==> config.mk <==
export PLATFORM = sky130hd
export DESIGN_NAME = servo_stepper_axis_controller_core
export DESIGN_NICKNAME = d
export VERILOG_FILES = /design/src/rtl/ssac_pkg.sv /design/src/rtl/ssac_ctrl.sv /design/src/rtl/ssac_dp.sv /design/src/rtl/servo_stepper_axis_controller_core.sv
export SDC_FILE = /design/constraint.sdc
export NUM_CORES = 2
export LEC_CHECK = 0
export BUFFER_PORTS_ARGS = -buffer_cell sky130_fd_sc_hd__buf_4
export CORE_UTILIZATION = 65
export DETAILED_ROUTE_END_ITERATION = 8
export PLACE_DENSITY_LB_ADDON = 0.12
export SLEW_MARGIN = 20
export SYNTH_ARGS = -nofsm -noshare
export SYNTH_HDL_FRONTEND = slang
export SYNTH_SLANG_ARGS = --single-unit
export TNS_END_PERCENT = 30
==> constraint.sdc <==
create_clock -name clk -period 28.7 [get_ports clk]
set_input_delay 5.74 -clock clk [delete_from_list [all_inputs] [get_ports clk]]
set_output_delay 5.74 -clock clk [all_outputs]
set_load 0.01 [all_outputs]
==> src/rtl/ssac_pkg.sv <==
// Shared types and constants for the servo and stepper axis controller.
`default_nettype none
package ssac_pkg;

  localparam int IN_DATA_W   = 48;
  localparam int OUT_DATA_W  = 56;
  localparam int KIND_W      = 2;
  localparam int CFG_INDEX_W = 3;
  localparam int CFG_DATA_W  = 32;

  typedef enum logic [1:0] {
    KIND_STEP_TICK  = 2'd0,
    KIND_SERVO_TICK = 2'd1,
    KIND_MOVE       = 2'd2,
    KIND_JOG        = 2'd3
  } kind_t;

  typedef enum logic [2:0] {
    CFG_COMPARE_MIN      = 3'd0,
    CFG_COMPARE_MAX      = 3'd1,
    CFG_SERVO_GAIN       = 3'd2,
    CFG_SETTLE_BASE      = 3'd3,
    CFG_SETTLE_PER_COUNT = 3'd4,
    CFG_STEP_GAIN        = 3'd5
  } cfg_reg_t;

  typedef enum logic [1:0] {
    MUL_COMPARE = 2'd0,
    MUL_SETTLE  = 2'd1,
    MUL_STEP    = 2'd2
  } mul_sel_t;

  typedef enum logic [2:0] {
    S_IDLE,
    S_EXEC,
    S_MUL_CMP,
    S_CLAMP,
    S_MUL_SETTLE,
    S_MUL_STEP,
    S_COMMIT,
    S_EMIT
  } state_t;

  typedef struct packed {
    logic     capture;
    logic     mul_en;
    mul_sel_t mul_sel;
    logic     clamp_en;
    logic     settle_en;
    logic     commit_en;
    logic     tick_en;
    logic     out_load;
  } dp_cmd_t;

  typedef struct packed {
    kind_t kind;
    logic  axes_idle;
  } dp_stat_t;

endpackage
`default_nettype wire

==> src/rtl/ssac_ctrl.sv <==
// Sequencer for event handling, the move arithmetic steps and the output register.
`default_nettype none
module ssac_ctrl (
  input  wire logic              clk,
  input  wire logic              rst,
  input  wire logic              in_valid,
  output logic                   in_ready,
  output logic                   out_valid,
  input  wire logic              out_ready,
  input  wire ssac_pkg::dp_stat_t stat,
  output ssac_pkg::dp_cmd_t      cmd
);
  import ssac_pkg::*;

  state_t state, state_next;

  always_ff @(posedge clk) begin
    if (rst) begin
      state <= S_IDLE;
    end else begin
      state <= state_next;
    end
  end

  always_comb begin
    state_next = state;
    cmd        = '0;
    cmd.mul_sel = MUL_COMPARE;
    in_ready   = 1'b0;
    unique case (state)
      S_IDLE: begin
        in_ready = 1'b1;
        if (in_valid) begin
          cmd.capture = 1'b1;
          state_next  = S_EXEC;
        end
      end
      S_EXEC: begin
        if (stat.kind == KIND_MOVE && stat.axes_idle) begin
          state_next = S_MUL_CMP;
        end else begin
          cmd.tick_en = 1'b1;
          state_next  = S_EMIT;
        end
      end
      S_MUL_CMP: begin
        cmd.mul_en  = 1'b1;
        cmd.mul_sel = MUL_COMPARE;
        state_next  = S_CLAMP;
      end
      S_CLAMP: begin
        cmd.clamp_en = 1'b1;
        state_next   = S_MUL_SETTLE;
      end
      S_MUL_SETTLE: begin
        cmd.mul_en  = 1'b1;
        cmd.mul_sel = MUL_SETTLE;
        state_next  = S_MUL_STEP;
      end
      S_MUL_STEP: begin
        // settle sum takes the previous product while the multiplier moves on
        cmd.settle_en = 1'b1;
        cmd.mul_en    = 1'b1;
        cmd.mul_sel   = MUL_STEP;
        state_next    = S_COMMIT;
      end
      S_COMMIT: begin
        cmd.commit_en = 1'b1;
        state_next    = S_EMIT;
      end
      S_EMIT: begin
        if (!out_valid || out_ready) begin
          cmd.out_load = 1'b1;
          state_next   = S_IDLE;
        end
      end
      default: state_next = S_IDLE;
    endcase
  end

  always_ff @(posedge clk) begin
    if (rst) begin
      out_valid <= 1'b0;
    end else if (cmd.out_load) begin
      out_valid <= 1'b1;
    end else if (out_ready) begin
      out_valid <= 1'b0;
    end
  end

endmodule
`default_nettype wire

==> src/rtl/ssac_dp.sv <==
// Datapath: configuration, axis state, shared multiplier and result register.
`default_nettype none
module ssac_dp (
  input  wire logic                                 clk,
  input  wire logic                                 rst,
  input  wire logic                                 cfg_wr_en,
  input  wire logic [ssac_pkg::CFG_INDEX_W-1:0]     cfg_index,
  input  wire logic [ssac_pkg::CFG_DATA_W-1:0]      cfg_data,
  input  wire logic [ssac_pkg::IN_DATA_W-1:0]       in_data,
  input  wire logic [ssac_pkg::KIND_W-1:0]          in_kind,
  input  wire ssac_pkg::dp_cmd_t                    cmd,
  output ssac_pkg::dp_stat_t                        stat,
  output logic [ssac_pkg::OUT_DATA_W-1:0]           out_data
);
  import ssac_pkg::*;

  // configuration
  logic [15:0] cmin, cmax, sper;
  logic [23:0] sgain;
  logic [31:0] sbase, stgain;

  // captured item
  kind_t       kind_q;
  logic [15:0] x_q;
  logic [23:0] y_q;
  logic [1:0]  jog_dir_q;
  logic        held_q;

  // axis state
  logic [15:0] compare_value, compare_value_next;
  logic [31:0] settle_count, settle_count_next;
  logic        servo_wait, servo_wait_next;
  logic [31:0] position_steps, position_steps_next;
  logic [31:0] goal_steps, goal_steps_next;
  logic        dir_level, dir_level_next;
  logic        pulse_level, pulse_level_next;
  logic [1:0]  jog_mode, jog_mode_next;
  logic        stepper_run, stepper_run_next;

  // move arithmetic
  logic [23:0] mul_a;
  logic [31:0] mul_b;
  logic [55:0] prod_q;
  logic [24:0] c_sum;
  logic [15:0] nc, nc_q, diff, diff_q;
  logic [32:0] wait_sum;
  logic [31:0] settle_q;
  logic        y_neg;
  logic [23:0] y_mag;
  logic [39:0] q_steps;
  logic [31:0] q_sat, target_calc;
  logic        at_target, want_up;

  always_ff @(posedge clk) begin
    if (rst) begin
      cmin   <= 16'd0;
      cmax   <= 16'hFFFF;
      sgain  <= 24'd65536;
      sbase  <= 32'd0;
      sper   <= 16'd0;
      stgain <= 32'd65536;
    end else if (cfg_wr_en) begin
      unique case (cfg_index)
        CFG_COMPARE_MIN:      cmin   <= cfg_data[15:0];
        CFG_COMPARE_MAX:      cmax   <= cfg_data[15:0];
        CFG_SERVO_GAIN:       sgain  <= cfg_data[23:0];
        CFG_SETTLE_BASE:      sbase  <= cfg_data;
        CFG_SETTLE_PER_COUNT: sper   <= cfg_data[15:0];
        CFG_STEP_GAIN:        stgain <= cfg_data;
        default: ;
      endcase
    end
  end

  always_ff @(posedge clk) begin
    if (cmd.capture) begin
      kind_q    <= kind_t'(in_kind);
      x_q       <= in_data[15:0];
      y_q       <= in_data[39:16];
      jog_dir_q <= in_data[41:40];
      held_q    <= in_data[42];
    end
  end

  assign y_neg = y_q[23];
  assign y_mag = y_neg ? (~y_q + 24'd1) : y_q;

  always_comb begin
    case (cmd.mul_sel)
      MUL_COMPARE: begin
        mul_a = sgain;
        mul_b = {16'd0, x_q};
      end
      MUL_SETTLE: begin
        mul_a = {8'd0, diff_q};
        mul_b = {16'd0, sper};
      end
      MUL_STEP: begin
        mul_a = y_mag;
        mul_b = stgain;
      end
      default: begin
        mul_a = '0;
        mul_b = '0;
      end
    endcase
  end

  always_ff @(posedge clk) begin
    if (cmd.mul_en) begin
      prod_q <= mul_a * mul_b;
    end
  end

  // compare = gain*x >> 16 plus minimum, capped at maximum
  assign c_sum = {1'b0, prod_q[39:16]} + {9'd0, cmin};
  assign nc    = (c_sum > {9'd0, cmax}) ? cmax : c_sum[15:0];
  assign diff  = (nc >= compare_value) ? (nc - compare_value) : (compare_value - nc);

  assign wait_sum = {1'b0, sbase} + {1'b0, prod_q[31:0]};

  // scaled y target, truncated toward zero, saturated to signed 32 bits
  assign q_steps = prod_q[55:16];
  always_comb begin
    if (y_neg) begin
      q_sat       = (q_steps > 40'h0080000000) ? 32'h80000000 : q_steps[31:0];
      target_calc = 32'd0 - q_sat;
    end else begin
      q_sat       = (q_steps > 40'h007FFFFFFF) ? 32'h7FFFFFFF : q_steps[31:0];
      target_calc = q_sat;
    end
  end

  always_ff @(posedge clk) begin
    if (cmd.clamp_en) begin
      nc_q   <= nc;
      diff_q <= diff;
    end
    if (cmd.settle_en) begin
      settle_q <= wait_sum[32] ? 32'hFFFFFFFF : wait_sum[31:0];
    end
  end

  // wanted direction of the stepper for this tick
  always_comb begin
    if (jog_mode != 2'd0) begin
      at_target = 1'b0;
      want_up   = (jog_mode == 2'b01);
    end else begin
      at_target = (goal_steps == position_steps);
      want_up   = $signed(goal_steps) > $signed(position_steps);
    end
  end

  always_comb begin
    compare_value_next  = compare_value;
    settle_count_next   = settle_count;
    servo_wait_next     = servo_wait;
    position_steps_next = position_steps;
    goal_steps_next     = goal_steps;
    dir_level_next      = dir_level;
    pulse_level_next    = pulse_level;
    jog_mode_next       = jog_mode;
    stepper_run_next    = stepper_run;
    if (cmd.commit_en) begin
      compare_value_next = nc_q;
      settle_count_next  = settle_q;
      servo_wait_next    = 1'b1;
      goal_steps_next    = target_calc;
      stepper_run_next   = 1'b1;
    end else if (cmd.tick_en) begin
      case (kind_q)
        KIND_STEP_TICK: begin
          if (stepper_run) begin
            if (jog_mode != 2'd0 && !held_q) begin
              stepper_run_next = 1'b0;
              jog_mode_next    = 2'd0;
            end else if (at_target) begin
              stepper_run_next = 1'b0;
            end else if (want_up != dir_level) begin
              // change direction first, pulse on later ticks
              dir_level_next = want_up;
            end else begin
              pulse_level_next = ~pulse_level;
              if (!pulse_level && jog_mode == 2'd0) begin
                position_steps_next = dir_level ? (position_steps + 32'd1)
                                                : (position_steps - 32'd1);
              end
            end
          end
        end
        KIND_SERVO_TICK: begin
          if (servo_wait) begin
            if (settle_count == 32'd0) begin
              servo_wait_next = 1'b0;
            end else begin
              settle_count_next = settle_count - 32'd1;
            end
          end
        end
        KIND_JOG: begin
          jog_mode_next    = jog_dir_q;
          stepper_run_next = 1'b1;
        end
        default: ;
      endcase
    end
  end

  always_ff @(posedge clk) begin
    if (rst) begin
      compare_value  <= 16'd0;
      settle_count   <= 32'd0;
      servo_wait     <= 1'b0;
      position_steps <= 32'd0;
      goal_steps     <= 32'd0;
      dir_level      <= 1'b1;
      pulse_level    <= 1'b1;
      jog_mode       <= 2'd0;
      stepper_run    <= 1'b0;
    end else begin
      compare_value  <= compare_value_next;
      settle_count   <= settle_count_next;
      servo_wait     <= servo_wait_next;
      position_steps <= position_steps_next;
      goal_steps     <= goal_steps_next;
      dir_level      <= dir_level_next;
      pulse_level    <= pulse_level_next;
      jog_mode       <= jog_mode_next;
      stepper_run    <= stepper_run_next;
    end
  end

  assign stat.kind      = kind_q;
  assign stat.axes_idle = !servo_wait && !stepper_run;

  always_ff @(posedge clk) begin
    if (cmd.out_load) begin
      out_data <= {3'd0, !servo_wait && !stepper_run, stepper_run, servo_wait,
                   position_steps, compare_value, dir_level, pulse_level};
    end
  end

endmodule
`default_nettype wire

==> src/rtl/servo_stepper_axis_controller_core.sv <==
// Top level of the two-axis servo and stepper controller.
// A tick or jog transaction is taken in IDLE and then passes EXEC and EMIT; a move
// taken with both axes idle also passes MUL_CMP, CLAMP, MUL_SETTLE, MUL_STEP and
// COMMIT before EMIT (three passes through one shared multiplier). The
// sequencer handles one item at a time, the output register frees the input side.
// Reset: synchronous, clears the axis state and loads the configuration defaults.
`default_nettype none
module servo_stepper_axis_controller_core (
  input  wire logic                                clk,
  input  wire logic                                rst,
  input  wire logic                                s_axis_tvalid,
  output logic                                     s_axis_tready,
  // x_pos[15:0], y_pos[39:16], jog_dir[41:40], jog_held[42], zero fill
  input  wire logic [ssac_pkg::IN_DATA_W-1:0]      s_axis_tdata,
  // kind[1:0]
  input  wire logic [ssac_pkg::KIND_W-1:0]         s_axis_tuser,
  output logic                                     m_axis_tvalid,
  input  wire logic                                m_axis_tready,
  // step_pulse[0], step_dir[1], servo_compare[17:2], step_position[49:18],
  // servo_busy[50], stepper_busy[51], ready_res[52], zero fill
  output logic [ssac_pkg::OUT_DATA_W-1:0]          m_axis_tdata,
  input  wire logic                                cfg_wr_en,
  input  wire logic [ssac_pkg::CFG_INDEX_W-1:0]    cfg_index,
  input  wire logic [ssac_pkg::CFG_DATA_W-1:0]     cfg_data
);
  import ssac_pkg::*;

  dp_cmd_t  cmd;
  dp_stat_t stat;

  ssac_ctrl u_ctrl (
    .clk       (clk),
    .rst       (rst),
    .in_valid  (s_axis_tvalid),
    .in_ready  (s_axis_tready),
    .out_valid (m_axis_tvalid),
    .out_ready (m_axis_tready),
    .stat      (stat),
    .cmd       (cmd)
  );

  ssac_dp u_dp (
    .clk       (clk),
    .rst       (rst),
    .cfg_wr_en (cfg_wr_en),
    .cfg_index (cfg_index),
    .cfg_data  (cfg_data),
    .in_data   (s_axis_tdata),
    .in_kind   (s_axis_tuser),
    .cmd       (cmd),
    .stat      (stat),
    .out_data  (m_axis_tdata)
  );

endmodule
`default_nettype wire
==> metrics <==
routability congestion estimate from global placement roughly 0.98; vias in the first global route between 30000 and 40000; Pre-antenna DRT Iters 6; post-synthesis register bit count 476; CP endpoint kind register; Sink Count 476; critical path's most frequent cell fa_1; post-DR wirelength/cell between 20 and 25 um; row count 100; Fmax ~91 MHz; Clk Tree Root Cell clkbuf_16; post-route ant nets 0; Synth cell types 97; Min-Delay Path Class reg -> reg; placed cell area 0.0511 mm^2; Die ar. approximately 0.077 mm^2; Worst Setup EP u_dp.prod_q[55]$_DFFE_PP_; reg2reg end u_dp.prod_q[55]$_DFFE_PP_; Final Util 70.9%; cts repair resizes 0; Global Route Usage Sum between 30% and 40%; Initial Utilization 66.0%; Worst Setup Start Kind register; dpl cells approximately 6500; Port-buffer cells approximately 140; CP startpoint u_ctrl.state[1]$_SDFFE_PP0P_; Layout area overhead 7.51%; largest net degree at the start of global routing ~120; Final setup viols 0; worst skew pair latency 0.64 ns; first-pass GRT wire length 221000 um; Seq/Total Area, Yosys about a quarter; MaxCap Viol Count 0; Async S/R FF share, synth 0%; worst hold stages 2; Post-synth EDFFs 218; Die W 278 um; worst-margin pin slew 1.20 ns; final critical-path setup slack 17.77 ns; Remaining DRCs 0; Worst R2R Start u_ctrl.state[1]$_SDFFE_PP0P_; Setup CP Type reg -> reg; total negative setup slack 0 ns; core area 0.0748 mm^2; Setup Buffers After CTS 0; final period utilization 38.1%; register clock-pin slew on the reported worst setup and hold paths 0.06 ns; post-DR vias/cell 6.10; slowest cell on the critical path o21ai_2; PwrDens 61.0 mW/mm^2; final hold vios 0; Synth Instances 5578; IO Pins between 100 and 150; Peak VDD IR 0.0591 mV; RSZ-0062 raised after global routing false; TritonCTS clock tree built; Final Max Slew Viols 0; maximum root-to-sink buffer count 3; status complete, no violations; Slew HR between 20% and 30%; Min Hold Slack ~0.46 ns; R2R setup slack 17.77 ns; DP Worst Slack 18.09 ns; DP Wirelength 109000 um; Avg Synthesized Cell Area 8.85 um^2; TritonCTS Buffers 53; initial drt markers 4325; initial antenna violation count 4; H-Tree Level Count 2; CTS Hold Bufs 0; Worst Skew 0.0371 ns; ys flop type dfxtp_1; Critical Path RT 29.07 ns; final non-filler cell total 6579; gr ovfl total 0; Cell Area, Synth 0.0493 mm^2; commonest cells after routing, fill and taps aside 907 x nand2_1, 859 x inv_1, 663 x fa_1, 513 x nor2_1, 388 x a21oi_1; crit path time final about 11 ns; ratio of cells with drive above 1 in the final layout between 6 and 7%; die height 278 um; Total Power roughly 3.2 mW; commonest non-fill, non-tap cell in the layout nand2_1; Routed WL 142000 um; Arr. time, crit path between 10 and 15 ns; Critical Path Fanout Max 50; CP peak stage delay between 0.8 and 0.9 ns; final instance area 0.0531 mm^2; Synth warnings 0; Vias 40200; FF-to-FF path depth 30; nets 6662; leakage power 23.9 nW
[worst min path at each step]
stage                                    startpoint                               end  slack, ns
5_1_grt                 u_dp.stgain[4]$_SDFFE_PP0P_       u_dp.stgain[4]$_SDFFE_PP0P_       0.47
6_report           u_dp.goal_steps[24]$_SDFFE_PP0P_  u_dp.goal_steps[24]$_SDFFE_PP0P_       0.46
4_1_cts                u_dp.stgain[11]$_SDFFE_PP0P_      u_dp.stgain[11]$_SDFFE_PP0P_       0.46
3_3_place_gp              u_dp.sper[0]$_SDFFE_PP0P_         u_dp.sper[0]$_SDFFE_PP0P_       0.44
2_1_floorplan  u_dp.position_steps[31]$_SDFFE_PP0P_       u_dp.out_data[49]$_DFFE_PP_       0.41
3_5_place_dp           u_dp.stgain[11]$_SDFFE_PP0P_      u_dp.stgain[11]$_SDFFE_PP0P_       0.45
[sequential cells by signal (all words and copies together), names as in the netlist, 2 cells and up]
name	flops
u_dp.stgain	32
u_dp.x_q	16
u_dp.diff_q	16
u_dp.jog_mode	2
u_dp.sbase	32
u_dp.prod_q	56
u_dp.sper	16
u_dp.kind_q	2
u_dp.sgain	24
u_dp.position_steps	32
u_dp.settle_q	32
u_dp.out_data	53
u_dp.goal_steps	32
u_dp.y_q	24
u_ctrl.state	3
u_dp.cmax	16
u_dp.cmin	16
u_dp.jog_dir_q	2
u_dp.settle_count	32
u_dp.compare_value	16
u_dp.nc_q	16
[area by class of cell]
cell class | instances | area, um^2
timing repair buffer | 213 | 1610
sequential | 476 | 11700
clock buffer | 61 | 1430
multi-input combinational | 3959 | 33400
inverter | 860 | 3230
fill | 5836 | 21800
clock inverter | 39 | 468
antenna | 2 | 5.00
tap | 969 | 1210
[worst max-delay path: cells and delay by family (launching register included)]
family,cells,cell delay [ns]
AOI/OAI and AO/OA,6,2.73
buffers and inverters,5,0.74
DFF,1,0.34
xor gates and xnor gates,1,0.12
adders and majority gates,9,4.49
and+or+nand+nor,9,2.19
[synthesized netlist by cell type, types with 25 or more instances]
cell        n  share of area (%)
a211oi_1   42               0.64
a21o_1     83                1.3
a21oi_1   388                3.9
a22o_1     61                1.1
a22oi_1    32               0.49
a31oi_1    25               0.32
and2_1     29               0.37
clkbuf_1  256                1.9
dfxtp_1   258                 10
edfxtp_1  218                 13
fa_1      663                 27
ha_1      346                8.8
inv_1     859                6.5
mux2i_1    30               0.61
nand2_1   908                6.9
nand2b_1   39               0.49
nand3_1    38               0.39
nand4_1    29               0.37
nor2_1    515                3.9
nor2b_1    41               0.52
nor3_1     48               0.49
o21a_1     29               0.44
o21ai_0   130                1.3
o21bai_1   29               0.44
xnor2_1   114                2.0
xor2_1     66                1.2
[where the power goes]
group / internal (mW) / switching (mW) / leakage, nW
registers: 0.836 / 0.106 / 4.08
logic: 0.535 / 1.02 / 18.8
clock network: 0.433 / 0.310 / 0.939
total: 1.80 / 1.43 / 23.9
[cells by family (layout without fill, tap and decap cells)]
kind of cell / after synthesis / after routing / synth area share [%]
xor gates and xnor gates: 180 / 180 / 3.19
adders and majority gates: 1009 / 1009 / 35.7
other: 1 / 5 / 0.00760
and+or+nand+nor: 1754 / 1754 / 15.1
buffers and inverters: 1145 / 1173 / 8.85
DFF: 476 / 476 / 23.7
AOI/OAI and AO/OA: 965 / 965 / 12.4
muxes: 48 / 48 / 1.02
[routing by layer]
layer	share of wire, %	wire length (um)	GRT usage (%)	up-vias
li1	-	-	-	17900
met1	38	54800	49.4	19700
met2	45	64800	59.2	2113
met3	11	15100	7.35	435
met4	5.4	7680	17.8	4
met5	0.070	100	0	-
(Power assumes the default switching activity.)
